<file path="config.mk">
export PLATFORM = sky130hd
export DESIGN_NAME = tdic_sqrt
export DESIGN_NICKNAME = d
export VERILOG_FILES = /design/src/tdic_sqrt.sv
export SDC_FILE = /design/constraint.sdc
export NUM_CORES = 1
export LEC_CHECK = 0
export ABC_AREA = 1
export BUFFER_PORTS_ARGS = -buffer_cell sky130_fd_sc_hd__buf_2
export CAP_MARGIN = 25
export CORE_ASPECT_RATIO = 1.2
export CORE_MARGIN = 1
export CORE_UTILIZATION = 45
export CTS_CLUSTER_DIAMETER = 100
export DETAILED_ROUTE_END_ITERATION = 10
export PLACE_DENSITY = 0.6
export RECOVER_POWER = 50
export SLEW_MARGIN = 20
export SYNTH_ARGS = -nofsm -noshare
export SYNTH_HDL_FRONTEND = slang
export SYNTH_SLANG_ARGS = --single-unit
</file>
<file path="constraint.sdc">
create_clock -name clk -period 4.4 [get_ports clk]
set_input_delay 0.44 -clock clk [delete_from_list [all_inputs] [get_ports clk]]
set_output_delay 0.44 -clock clk [all_outputs]
set_load 0.02 [all_outputs]
</file>
<file path="src/tdic_sqrt.sv">
// Pipelined integer square root, one root bit per stage.
module tdic_sqrt #(
    parameter int RW = 40,
    parameter int PW = 1
) (
    input  logic            clk,
    input  logic            rst_n,
    input  logic            en,
    input  logic            in_valid,
    input  logic [RW-1:0]   in_rad,
    input  logic [PW-1:0]   in_side,
    output logic            out_valid,
    output logic [RW/2-1:0] out_root,
    output logic [PW-1:0]   out_side
);

    localparam int SW = RW / 2;

    logic          v_reg   [0:SW-1];
    logic [RW-1:0] rad_reg [0:SW-1];
    logic [SW-1:0] rt_reg  [0:SW-1];
    logic [SW:0]   rm_reg  [0:SW-1];
    logic [PW-1:0] sd_reg  [0:SW-1];

    genvar i;
    generate
        for (i = 0; i < SW; i++)
        begin : g_stage
            logic          v_in;
            logic [RW-1:0] rad_in;
            logic [SW-1:0] rt_in;
            logic [SW:0]   rm_in;
            logic [PW-1:0] sd_in;
            logic [SW+2:0] cur;
            logic [SW+2:0] trial;
            logic [SW+2:0] diff;
            logic          ge;

            if (i == 0)
            begin : g_first
                assign v_in   = in_valid;
                assign rad_in = in_rad;
                assign rt_in  = '0;
                assign rm_in  = '0;
                assign sd_in  = in_side;
            end
            else
            begin : g_next
                assign v_in   = v_reg[i-1];
                assign rad_in = rad_reg[i-1];
                assign rt_in  = rt_reg[i-1];
                assign rm_in  = rm_reg[i-1];
                assign sd_in  = sd_reg[i-1];
            end

            // Try the next root bit against the two radicand bits brought down
            always_comb
            begin
                cur   = {rm_in, rad_in[RW-1 -: 2]};
                trial = {1'b0, rt_in, 2'b01};
                ge    = (cur >= trial);
                diff  = cur - trial;
            end

            always_ff @(posedge clk or negedge rst_n)
            begin
                if (!rst_n)
                    v_reg[i] <= 1'b0;
                else if (en)
                    v_reg[i] <= v_in;
            end

            always_ff @(posedge clk)
            begin
                if (en)
                begin
                    rad_reg[i] <= rad_in << 2;
                    rt_reg[i]  <= {rt_in[SW-2:0], ge};
                    rm_reg[i]  <= ge ? diff[SW:0] : cur[SW:0];
                    sd_reg[i]  <= sd_in;
                end
            end
        end
    endgenerate

    assign out_valid = v_reg[SW-1];
    assign out_root  = rt_reg[SW-1];
    assign out_side  = sd_reg[SW-1];

endmodule

</file>
==> After elaboration in Yosys (flattened, before gate mapping) <==
Memories as Yosys holds them, arrays and structs flattened.
Cells that the tools add are included.
{ "totals": {"register_bits": 20, "mem_bits_rw": 1600, "input_bits": 45, "output_inout_bits": 22, "wordCells": 86, "n_memories": 4} }
{ "mem_list": {"columns": ["memory", "words", "word_bits", "read_ports", "rd_clocked_by_memory_dff", "wr", "line_no", "source"], "rows": [
  ["rad_reg", 20, 38, 19, 0, 20, "20", "logic [RW-1:0] rad_reg [0:SW-1];"],
  ["rm_reg", 20, 21, 19, 0, 20, "22", "logic [SW:0] rm_reg [0:SW-1];"],
  ["rt_reg", 20, 20, 20, 0, 20, "21", "logic [SW-1:0] rt_reg [0:SW-1];"],
  ["sd_reg", 20, 1, 20, 0, 20, "23", "logic [PW-1:0] sd_reg [0:SW-1];"]
]} }
{ "classes": {"n_addsub": 20, "magnitude_cmp": 20, "n_mux": 22} }
{ "op_table": {"columns": ["op", "n"], "rows": [
  [">= comparator 23 x 22 -> 1 bit", 19],
  ["2-to-1 mux 21 bit", 20],
  ["subtractor 21 bit", 19],
  ["subtractor 2 x 1 -> 3 bit (second input constant)", 1],
  [">= comparator 2 x 1 -> 1 bit (second input constant)", 1],
  ["2-to-1 mux 1 bit", 2]
]} }

==> Depth between registers and ports, before layout <==
An unclocked memory read counts as a cell.
{ "logic_depth": {"word_depth": 3, "mapped_depth": 15, "ltp_nobuf": 14} }

==> Least setup slack after synthesis <==
OpenSTA, ideal clock, no wires.
{ "synth_timing": {"path_type": "flip-flop to flip-flop", "start": "memory rm_reg[0][0] (netlist bit)", "end": "memory rm_reg[0][38] (netlist bit), data pin", "setup_ns": 0.269, "arrival_ns": 1.689, "required_time_ns": 4.131, "path_slack_ns": 2.442, "stages_incl_launch_ff": 9, "n_path_buf": 1, "synth_period_minus_slack_ns": 1.958, "cell_sequence": "edfxtp_1 -> ha_1 -> a21oi_1 -> nand2_1 -> inv_1 -> ha_1 -> and2_1 -> clkbuf_1 -> o21ai_0"} }
{ "synth_rtl": {"columns": ["element", "line_no"], "rows": [
  ["start, declared", "22"]
]} }

==> impl_metrics.tcl <==
set metrics [dict create \
    status "finished with violations" \
    violations "capacitance limit, slew limit" \
    grt_pass1_wl_mm 194 \
    final_antenna_net_count 0 \
    grt_pass1_vias 36500 \
    synth_cell_types 56 \
    dieArea_mm2 0.118 \
    reg2reg_depth 13 \
    slowest_stage "clkbuf_2" \
    grt_overflow 0 \
    synth_nets 5870 \
    seqCellArea_mm2 0.0300 \
    drt-pass1-iter-count 6 \
    totalWireLength_mm 122 \
    ys.flop_type "edfxtp_1" \
    synth.top_cell.area_share 0.561 \
    multi_input_area_mm2 0.0188 \
    cp_top_family "buffers and inverters" \
    globalRouteTotalUtil 0.209 \
    finalSetupViolCount 0 \
    maxCapViolCount 2 \
    row_count 137 \
    fillCellCount 10800 \
    synth_top_area_cell "edfxtp_1" \
    worst_ep_arrival_time_ps 3620 \
    cts_buffers 105 \
    rsz0062_at_grt "no" \
    holdPathEnd "rad_reg[0][125]$_DFFE_PP_" \
    synth_area_leaders "edfxtp_1 56%, nand2_1 13%, inv_1 6.3%" \
    dp_cells 7169 \
    yosysSeqAreaShare 0.570 \
    final_common_cell "nand2_1" \
    crit_required_ps 4730 \
    timing.final.crit_share 0.748 \
    hold_path_class "reg -> reg" \
    antenna_found_initial 0 \
    cts_tree "done" \
    synth_warnings 0 \
    peakVddDrop_uv 362 \
    fin_setup_tns_ps 0 \
    hold_depth 0 \
    io_pins 67 \
    initial_core_util 0.453 \
    worstSkewPairLatency_ps 740 \
    r2r-end "rm_reg[7][11]$_DFFE_PP_" \
    rrSetupSlack_ps 1540 \
    clkTransAtPathRegs_ps 60 \
    synth_seq_cells 1003 \
    finalCriticalPeriod_ps 3290 \
    n_antenna_cell 0 \
    nNetsFinal 6067 \
    drcViolationCount 0 \
    postCtsHoldBufs 44 \
    hpwlAfterDp_mm 92.5 \
    path_cells "clkbuf_2 -> clkbuf_1" \
    vias 36800 \
    die_h_um 377 \
    max_freq_mhz 304 \
    drv_slew 114 \
    netlist_area_mm2 0.0527 \
    drtIter0Drc 2323 \
    critPathLaunchType "primary input" \
    cts_max_level 3 \
    syn2layout_area_growth_pct 11.5 \
    cts_root_buf "clkbuf_16" \
    syn_area_per_cell_um2 9.41 \
    cts_resized 0 \
    final_cell_mix "1756 x nand2_1, 983 x edfxtp_1, 884 x inv_1" \
    tightest_slew_ps 2710 \
    critPathLaunch "en" \
    r2r-start "rt_reg[6][31]$_DFFE_PP_" \
    max_stage_delay_ps 1810 \
    largest_reg_flops 380 \
    clock-sinks 1003 \
    endpoint_kind "register" \
    wire_per_inst_um 16.5 \
    synth_edf_count 983 \
    slew_headroom -0.806 \
    worst-path-buf-inv 2 \
    gp_congestion 0.926 \
    vias_per_cell 4.96 \
    grt_start_max_net_pins 113 \
    path_max_fanout 87 \
    clockBufferDepth 3 \
    hold_viol 0 \
    worstSetupPathType "in -> reg" \
    syn_inst 5594 \
    core_mm2 0.116 \
    p_leak_nw 25.8 \
    die_width_um 314 \
    postCtsSetupRepairBufs 0 \
    synthArstFlopShare 0.0199 \
    min_from "rad_reg[0][85]$_DFFE_PP_" \
    io_buffers 66 \
    layoutNonFillerInstCount 7409 \
    post_route_cells_drive_above_1_share 0.0759 \
    fin_skew_ps 47.8 \
    p_per_area_mw_per_mm2 449 \
]
==> cells by family (layout without fill, tap and decap cells) <==
group	count (synthesis)	count (layout)	synth area share
AND/OR/NAND/NOR	2818	2818	0.227
multiplexers	2	2	0.000428
buffers and inverters	958	1244	0.0739
XOR/XNOR	160	160	0.0266
adder cells (fa/ha/maj)	231	231	0.0549
other	1	1	0.0000712
AO/OA/AOI/OAI	421	421	0.0473
flip-flops	1003	1003	0.570
==> synthesized netlist by cell type, types with 49 or more instances <==
library cell,instances
nand3_1,311
inv_1,884
ha_1,231
edfxtp_1,983
nand2_1,1756
xor2_1,97
o21ai_0,94
nor2_1,456
a21oi_1,190
nor3_1,49
xnor2_1,63
nand3b_1,56
nand4_1,74
==> cell type report <==
class | instances | area share
clock buffer | 117 | 0.0459
inverter | 908 | 0.0583
clock inverter | 79 | 0.0146
sequential | 1003 | 0.511
multi-input combinational | 3633 | 0.319
tap | 1529 | 0.0326
timing repair buffer | 140 | 0.0179
==> per-layer routing <==
| metal | track usage | wire length [µm] | share of wire |
|---|---|---|---|
| met1 | 0.260 | 52300 | 0.43 |
| met2 | 0.372 | 61000 | 0.50 |
| met3 | 0.0241 | 4850 | 0.040 |
| met4 | 0.0768 | 3850 | 0.032 |
| met5 | 0 | 0 | 0 |
==> report_power, final <==
group	switching [mW]	total, mW	leakage, nW	internal [mW]
logic	3.24	4.93	14.4	1.69
clock network	3.90	9.07	1.70	5.16
registers	0.645	12.4	9.66	11.7
total	7.78	26.4	25.8	18.6
==> through the flow <==
| step | util | hold WS [ps] | power (mW) | setup slack (ps) | instance area, µm² |
|---|---|---|---|---|---|
| global route | 0.505 | 377 | 27.8 | 675 | 58700 |
| detailed placement | 0.471 | 405 | 17.5 | 1490 | 54800 |
| finish | 0.505 | 402 | 26.4 | 1110 | 58700 |
| CTS | 0.506 | 141 | 26.7 | 1510 | 58800 |
| floorplan | - | 144 | 15.8 | 2440 | 52700 |
| global placement | 0.471 | 400 | 17.4 | 1470 | 54800 |
==> worst max path at each step <==
stage	end	cells after the start
after floorplan	rm_reg[0][38]$_DFFE_PP_	8
after global placement	rm_reg[7][11]$_DFFE_PP_	13
after detailed placement	rm_reg[7][13]$_DFFE_PP_	13
after CTS	rm_reg[7][13]$_DFFE_PP_	13
after global routing	rad_reg[2][31]$_DFFE_PP_	2
final	rad_reg[3][29]$_DFFE_PP_	2
Power figures use the tool's default switching activity.
