### src/tdic_div.sv
// Pipelined restoring integer divider, one quotient bit per stage.
module tdic_div #(
    parameter int NW = 32,
    parameter int DW = 20,
    parameter int PW = 1
) (
    input  logic          clk,
    input  logic          rst_n,
    input  logic          en,
    input  logic          in_valid,
    input  logic [NW-1:0] in_num,
    input  logic [DW-1:0] in_den,
    input  logic [PW-1:0] in_side,
    output logic          out_valid,
    output logic [NW-1:0] out_quot,
    output logic [PW-1:0] out_side
);

    logic          v_reg  [0:NW-1];
    logic [NW-1:0] nm_reg [0:NW-1];
    logic [DW-1:0] dn_reg [0:NW-1];
    logic [DW-1:0] rm_reg [0:NW-1];
    logic [PW-1:0] sd_reg [0:NW-1];

    genvar i;
    generate
        for (i = 0; i < NW; i++)
        begin : g_stage
            logic          v_in;
            logic [NW-1:0] nm_in;
            logic [DW-1:0] dn_in;
            logic [DW-1:0] rm_in;
            logic [PW-1:0] sd_in;
            logic [DW:0]   t;
            logic [DW:0]   diff;
            logic          ge;

            if (i == 0)
            begin : g_first
                assign v_in  = in_valid;
                assign nm_in = in_num;
                assign dn_in = in_den;
                assign rm_in = '0;
                assign sd_in = in_side;
            end
            else
            begin : g_next
                assign v_in  = v_reg[i-1];
                assign nm_in = nm_reg[i-1];
                assign dn_in = dn_reg[i-1];
                assign rm_in = rm_reg[i-1];
                assign sd_in = sd_reg[i-1];
            end

            // Bring down one numerator bit and subtract if it fits
            always_comb
            begin
                t    = {rm_in, nm_in[NW-1]};
                diff = t - {1'b0, dn_in};
                ge   = (t >= {1'b0, dn_in});
            end

            always_ff @(posedge clk or negedge rst_n)
            begin
                if (!rst_n)
                    v_reg[i] <= 1'b0;
                else if (en)
                    v_reg[i] <= v_in;
            end

            always_ff @(posedge clk)
            begin
                if (en)
                begin
                    nm_reg[i] <= {nm_in[NW-2:0], ge};
                    dn_reg[i] <= dn_in;
                    rm_reg[i] <= ge ? diff[DW-1:0] : t[DW-1:0];
                    sd_reg[i] <= sd_in;
                end
            end
        end
    endgenerate

    assign out_valid = v_reg[NW-1];
    assign out_quot  = nm_reg[NW-1];
    assign out_side  = sd_reg[NW-1];

endmodule

### config.mk
export PLATFORM = sky130hd
export DESIGN_NAME = tdic_div
export DESIGN_NICKNAME = d
export VERILOG_FILES = /design/src/tdic_div.sv
export SDC_FILE = /design/constraint.sdc
export NUM_CORES = 2
export LEC_CHECK = 0
export BUFFER_PORTS_ARGS = -buffer_cell sky130_fd_sc_hd__buf_2
export CAP_MARGIN = 20
export CORE_ASPECT_RATIO = 1.2
export CORE_MARGIN = 3
export CORE_UTILIZATION = 57
export DETAILED_ROUTE_END_ITERATION = 10
export HOLD_SLACK_MARGIN = 0.03
export PLACE_DENSITY_LB_ADDON = 0.05
export SKIP_LAST_GASP = 1
export SLEW_MARGIN = 25
export SYNTH_ARGS = -nofsm -noshare
export SYNTH_HDL_FRONTEND = slang
export SYNTH_SLANG_ARGS = --single-unit
### constraint.sdc
create_clock -name clk -period 2.9 [get_ports clk]
set_input_delay 0 -clock clk [delete_from_list [all_inputs] [get_ports clk]]
set_output_delay 0 -clock clk [all_outputs]
set_load 0.05 [all_outputs]
## Word-level counts from Yosys, hierarchy flattened

Memory sizes are Yosys's and may differ from the RTL's.
Cells that the tools add are included.

| word-level totals | value |
|---|---|
| output and inout port bits | 34 |
| word-level logic and storage cells | 134 |
| register bits | 32 |
| memory bits (writable) | 2336 |
| memories | 4 |
| input bits | 57 |

Memory list:

| name | words | bits a word | rd ports | clocked after memory_dff | wr ports | line | text |
|---|---|---|---|---|---|---|---|
| nm_reg | 32 | 32 | 32 | 0 | 32 | 20 | `logic [NW-1:0] nm_reg [0:NW-1];` |
| dn_reg | 32 | 20 | 31 | 0 | 32 | 21 | `logic [DW-1:0] dn_reg [0:NW-1];` |
| rm_reg | 32 | 20 | 31 | 0 | 32 | 22 | `logic [DW-1:0] rm_reg [0:NW-1];` |
| sd_reg | 32 | 1 | 32 | 0 | 32 | 23 | `logic [PW-1:0] sd_reg [0:NW-1];` |

| cells by class | value |
|---|---|
| multiplexer cells | 34 |
| $add $sub $neg | 32 |
| order comparisons | 32 |

Operators with widths:

| kind | number |
|---|---|
| greater-or-equal comparator 21 x 20 -> 1 bit | 31 |
| 2-to-1 mux 20 bit | 32 |
| subtractor 20 bit | 31 |
| greater-or-equal comparator 1 x 20 -> 1 bit | 1 |
| subtractor 1 x 20 -> 20 bit | 1 |
| 2-to-1 mux 1 bit | 2 |

## Logic depth before layout (Yosys ltp)

An unclocked memory read counts as a cell.

| logic depth | value |
|---|---|
| depth in word-level cells | 3 |
| mapped depth | 13 |
| mapped depth without buffers | 12 |

## Least setup slack after synthesis

Ideal clock, no wire load.

| timing | value |
|---|---|
| kind | flip-flop to flip-flop |
| start | memory dn_reg[16][0], in the netlist dn_reg[1][0] |
| end | memory rm_reg[17][18], in the netlist rm_reg[1][38] (data pin) |
| cell stages (with the launch flop) | 12 |
| required time | 2.640 ns |
| library setup time | 0.260 ns |
| arrival | 2.857 ns |
| buffers on the path | 0 |
| period minus slack after synthesis | 3.117 ns |
| setup slack | -0.217 ns |
| cell sequence | edfxtp_1 > ha_1 > fa_1 > nand2b_1 > a21boi_0 > o211ai_1 > and3_1 > o41a_1 > o21ai_1 > nor4b_1 > a211o_1 > mux2_4 |

RTL lines:

| item | line |
|---|---|
| start, declared | 21 |
| end, declared | 22 |

==> flow_metrics.py <==
metrics = {
    "hold_path": {
        "hold_path_class": "in2reg",
    },
    "die": {
        "die_area_um2": 195000,
        "start_util_pct": 57.5,
        "die_width_um": 404,
        "die_h_um": 483,
        "top_level_ports": 91,
        "core_um2": 188000,
        "rows": 174,
    },
    "power_and_ir_drop": {
        "power_density_nw_per_um2": 1090,
        "ir_drop_uv": 805,
        "power_w": 0.149,
        "leakage_nw": 55.5,
    },
    "clocking": {
        "clk_pin_slew_ps": 60,
        "clkLatencyLatePin_ps": 890,
        "cts.path.max_buffers": 3,
        "cts_sinks": 2328,
        "cts_inserted_buffers": 222,
        "cts_tree": "done",
        "htree_levels": 4,
        "cts-root-buf": "clkbuf_16",
    },
    "cells_and_area": {
        "layout_common_cells": "edfxtp_1, buf_4, inv_1",
        "final_util_pct": 72.8,
        "largest_reg_flops": 1024,
        "drive_above_1_share_pct": 29.3,
        "nets": 10300,
        "fillers": 12300,
        "final_common_cell": "edfxtp_1",
        "synthToLayoutAreaGrowth_pct": 26.5,
        "fin_cells": 12300,
    },
    "timing": {
        "period_share_pct": 112,
        "min_period_ps": 3240,
        "setup_viol_count_final": 325,
        "slew_viol_final": 0,
        "rsz0062_at_grt": "yes",
        "max_freq_ghz": 0.309,
        "layout_setup_ws_ps": -341,
        "finalClockSkew_ps": 59.4,
        "worst_pin_slew_ps": 709,
        "hold_violations": 0,
        "final.setup.tns_ps": -34670,
        "slew_headroom_pct": 52.5,
    },
    "critical_path": {
        "endpoint_kind": "register",
        "critPathLaunchType": "register",
        "cp_max_fo": 6,
        "slowest_delay_ps": 460,
        "required_ps": 3540,
        "crit_slowest_cell": "or4_4",
        "critPathArrivalTime_ps": 3880,
        "crit_type": "reg2reg",
        "path_cells": "inv_2 > ha_4 > nor2b_4 > o31a_1 > o21ai_1 > buf_4 > a21oi_2 > or4_4 > a221oi_4 > buf_6 > o21ai_4 > clkbuf_16 > mux2_4",
    },
    "global_route": {
        "grt_max_degree": 108,
        "grt_use_total_pct": 23.1,
        "grt_remaining_overflow": 0,
        "grt_pass1_wl_mm": 356,
        "grt_pass1_vias": 67500,
        "grt_antenna_before_repair": 3,
    },
    "yosys": {
        "yosys_warnings": 0,
        "syn_nets": 8631,
        "synth.distinct_cells": 93,
        "yosysTopAreaCell": "edfxtp_1",
        "async_flop_share_pct": 1.37,
        "avgSynthCellArea_um2": 13.6,
        "seq_area_frac_synth_pct": 64.5,
        "synth_top_area_share_pct": 63.8,
        "synth_area_leaders": "edfxtp_1, ha_1, mux2_2",
        "synth_seq_cells": 2328,
        "synth_area_um2": 108000,
        "syn_inst": 7922,
        "synth_flop_cell": "edfxtp_1",
        "synth-edff-count": 2296,
    },
    "drt": {
        "first_pass_iters": 6,
        "wl_per_cell_um": 19.2,
        "wl_met2_mm": 123,
        "routed-wl-met3_mm": 8.48,
        "drt.antenna.violating_nets": 0,
        "first_iter_violations": 3488,
        "vias": 67700,
        "top_layer": "met4",
        "drc_errors": 0,
        "vias_per_cell": 5.52,
        "wl_mm": 235,
        "wl_met1_mm": 93.4,
    },
    "run_status": {
        "violations": "negative setup slack",
        "status": "complete, but fails checks",
    },
    "placement": {
        "dp_cells": 11400,
        "gp_congestion": 0.925,
        "numPortBuffers": 90,
        "hpwl_mm": 161,
    },
    "run": {
        "cap_viol_max_count": 0,
    },
}
[where the power goes]
part | switching, W | internal (W) | total, W
clock network | 0.0126 | 0.0163 | 0.0288
logic | 0.0323 | 0.0366 | 0.0689
registers | 0.00434 | 0.0465 | 0.0508
total | 0.0492 | 0.0993 | 0.149
[Yosys cell counts, drive strengths merged (15+ instances only)]
master   instances
nand2b          71
nor2           402
nor3           104
nand3           97
o21bai          37
nand4           89
a21boi          41
ha             622
or2             15
and3            43
a2111oi         20
o31ai           43
a211o           32
or3             29
o21a           101
nor2b          100
buf             61
nand3b          17
xor2           172
fa              30
nand2          410
a21o           206
a21oi          506
edfxtp        2296
and2            20
xnor2          271
o31a            30
mux2           358
dfrtp           32
a211oi          36
a31oi           51
o21ai          389
mux2i           49
inv            828
o211ai          47
clkbuf          61
nor4            25
[critical path: cells and delay by family (launching register included)]
kind,cells,cell delay [ps]
AO/OA/AOI/OAI,5,900
adder cells (fa/ha/maj),1,200
buffers and inverters,4,600
flip-flops,1,420
multiplexers,1,290
AND/OR/NAND/NOR,2,580
[cell families (layout without fill, tap and decap cells)]
group | Yosys count | in the layout | synth area share (%)
XOR/XNOR | 443 | 443 | 3.59
AND/OR/NAND/NOR | 1454 | 1454 | 6.41
adder cells (fa/ha/maj) | 652 | 652 | 7.76
other | 0 | 1 | 0
multiplexers | 407 | 407 | 4.27
AO/OA/AOI/OAI | 1688 | 1689 | 10.0
buffers and inverters | 950 | 2838 | 3.42
flip-flops | 2328 | 2328 | 64.5
[layer usage]
layer | global-route usage, % | vias to the layer above
met4 | 9.96 | 0
met1 | 28.0 | 32900
met3 | 3.19 | 531
met2 | 41.2 | 1376
met5 | 0 | -
li1 | - | 32900
[final timing paths]
path,from,end,slack [ps],cells after the start
setup reg to reg,dn_reg[1][101],rm_reg[1][124],-340,13
hold reg to reg,nm_reg[1][14],nm_reg[1][47],400,0
min in group asynchronous,rst_n,g_stage[27].v_in,170,4
setup / recovery,dn_reg[1][101],rm_reg[1][124],-340,13
hold / removal,en,nm_reg[0][85],160,2
max in group asynchronous,rst_n,g_stage[4].v_in,2550,4
[cell type report]
class | instances | area, um^2 | share of cell area [%]
Sequential cell | 2328 | 69700 | 51.0
Multi-Input combinational cell | 4645 | 39600 | 28.9
Timing Repair Buffer | 1594 | 13800 | 10.1
Clock buffer | 269 | 5790 | 4.24
Inverter | 828 | 3120 | 2.28
Tap cell | 2464 | 3080 | 2.25
Clock inverter | 147 | 1620 | 1.19
Antenna cell | 1 | 2.50 | 0.00183
[timing repair]
item	CTS	global route
buffers inserted	111	196
hold endpoints to repair	1634	0
setup endpoints to repair	554	614
hold buffers	112	0
resized for setup	312	959
gates cloned	18	35
pin swaps	115	326
[metrics by stage]
stage          hold slack, ps  instance area [um^2]  setup slack, ps
3_3_place_gp             71.5                120000             -568
4_1_cts                  37.3                131000             -339
2_1_floorplan            -296                108000            -64.2
6_report                  159                137000             -341
3_5_place_dp             88.9                120000             -494
5_1_grt                   144                137000             -446
Power figures use the tool's default switching activity.
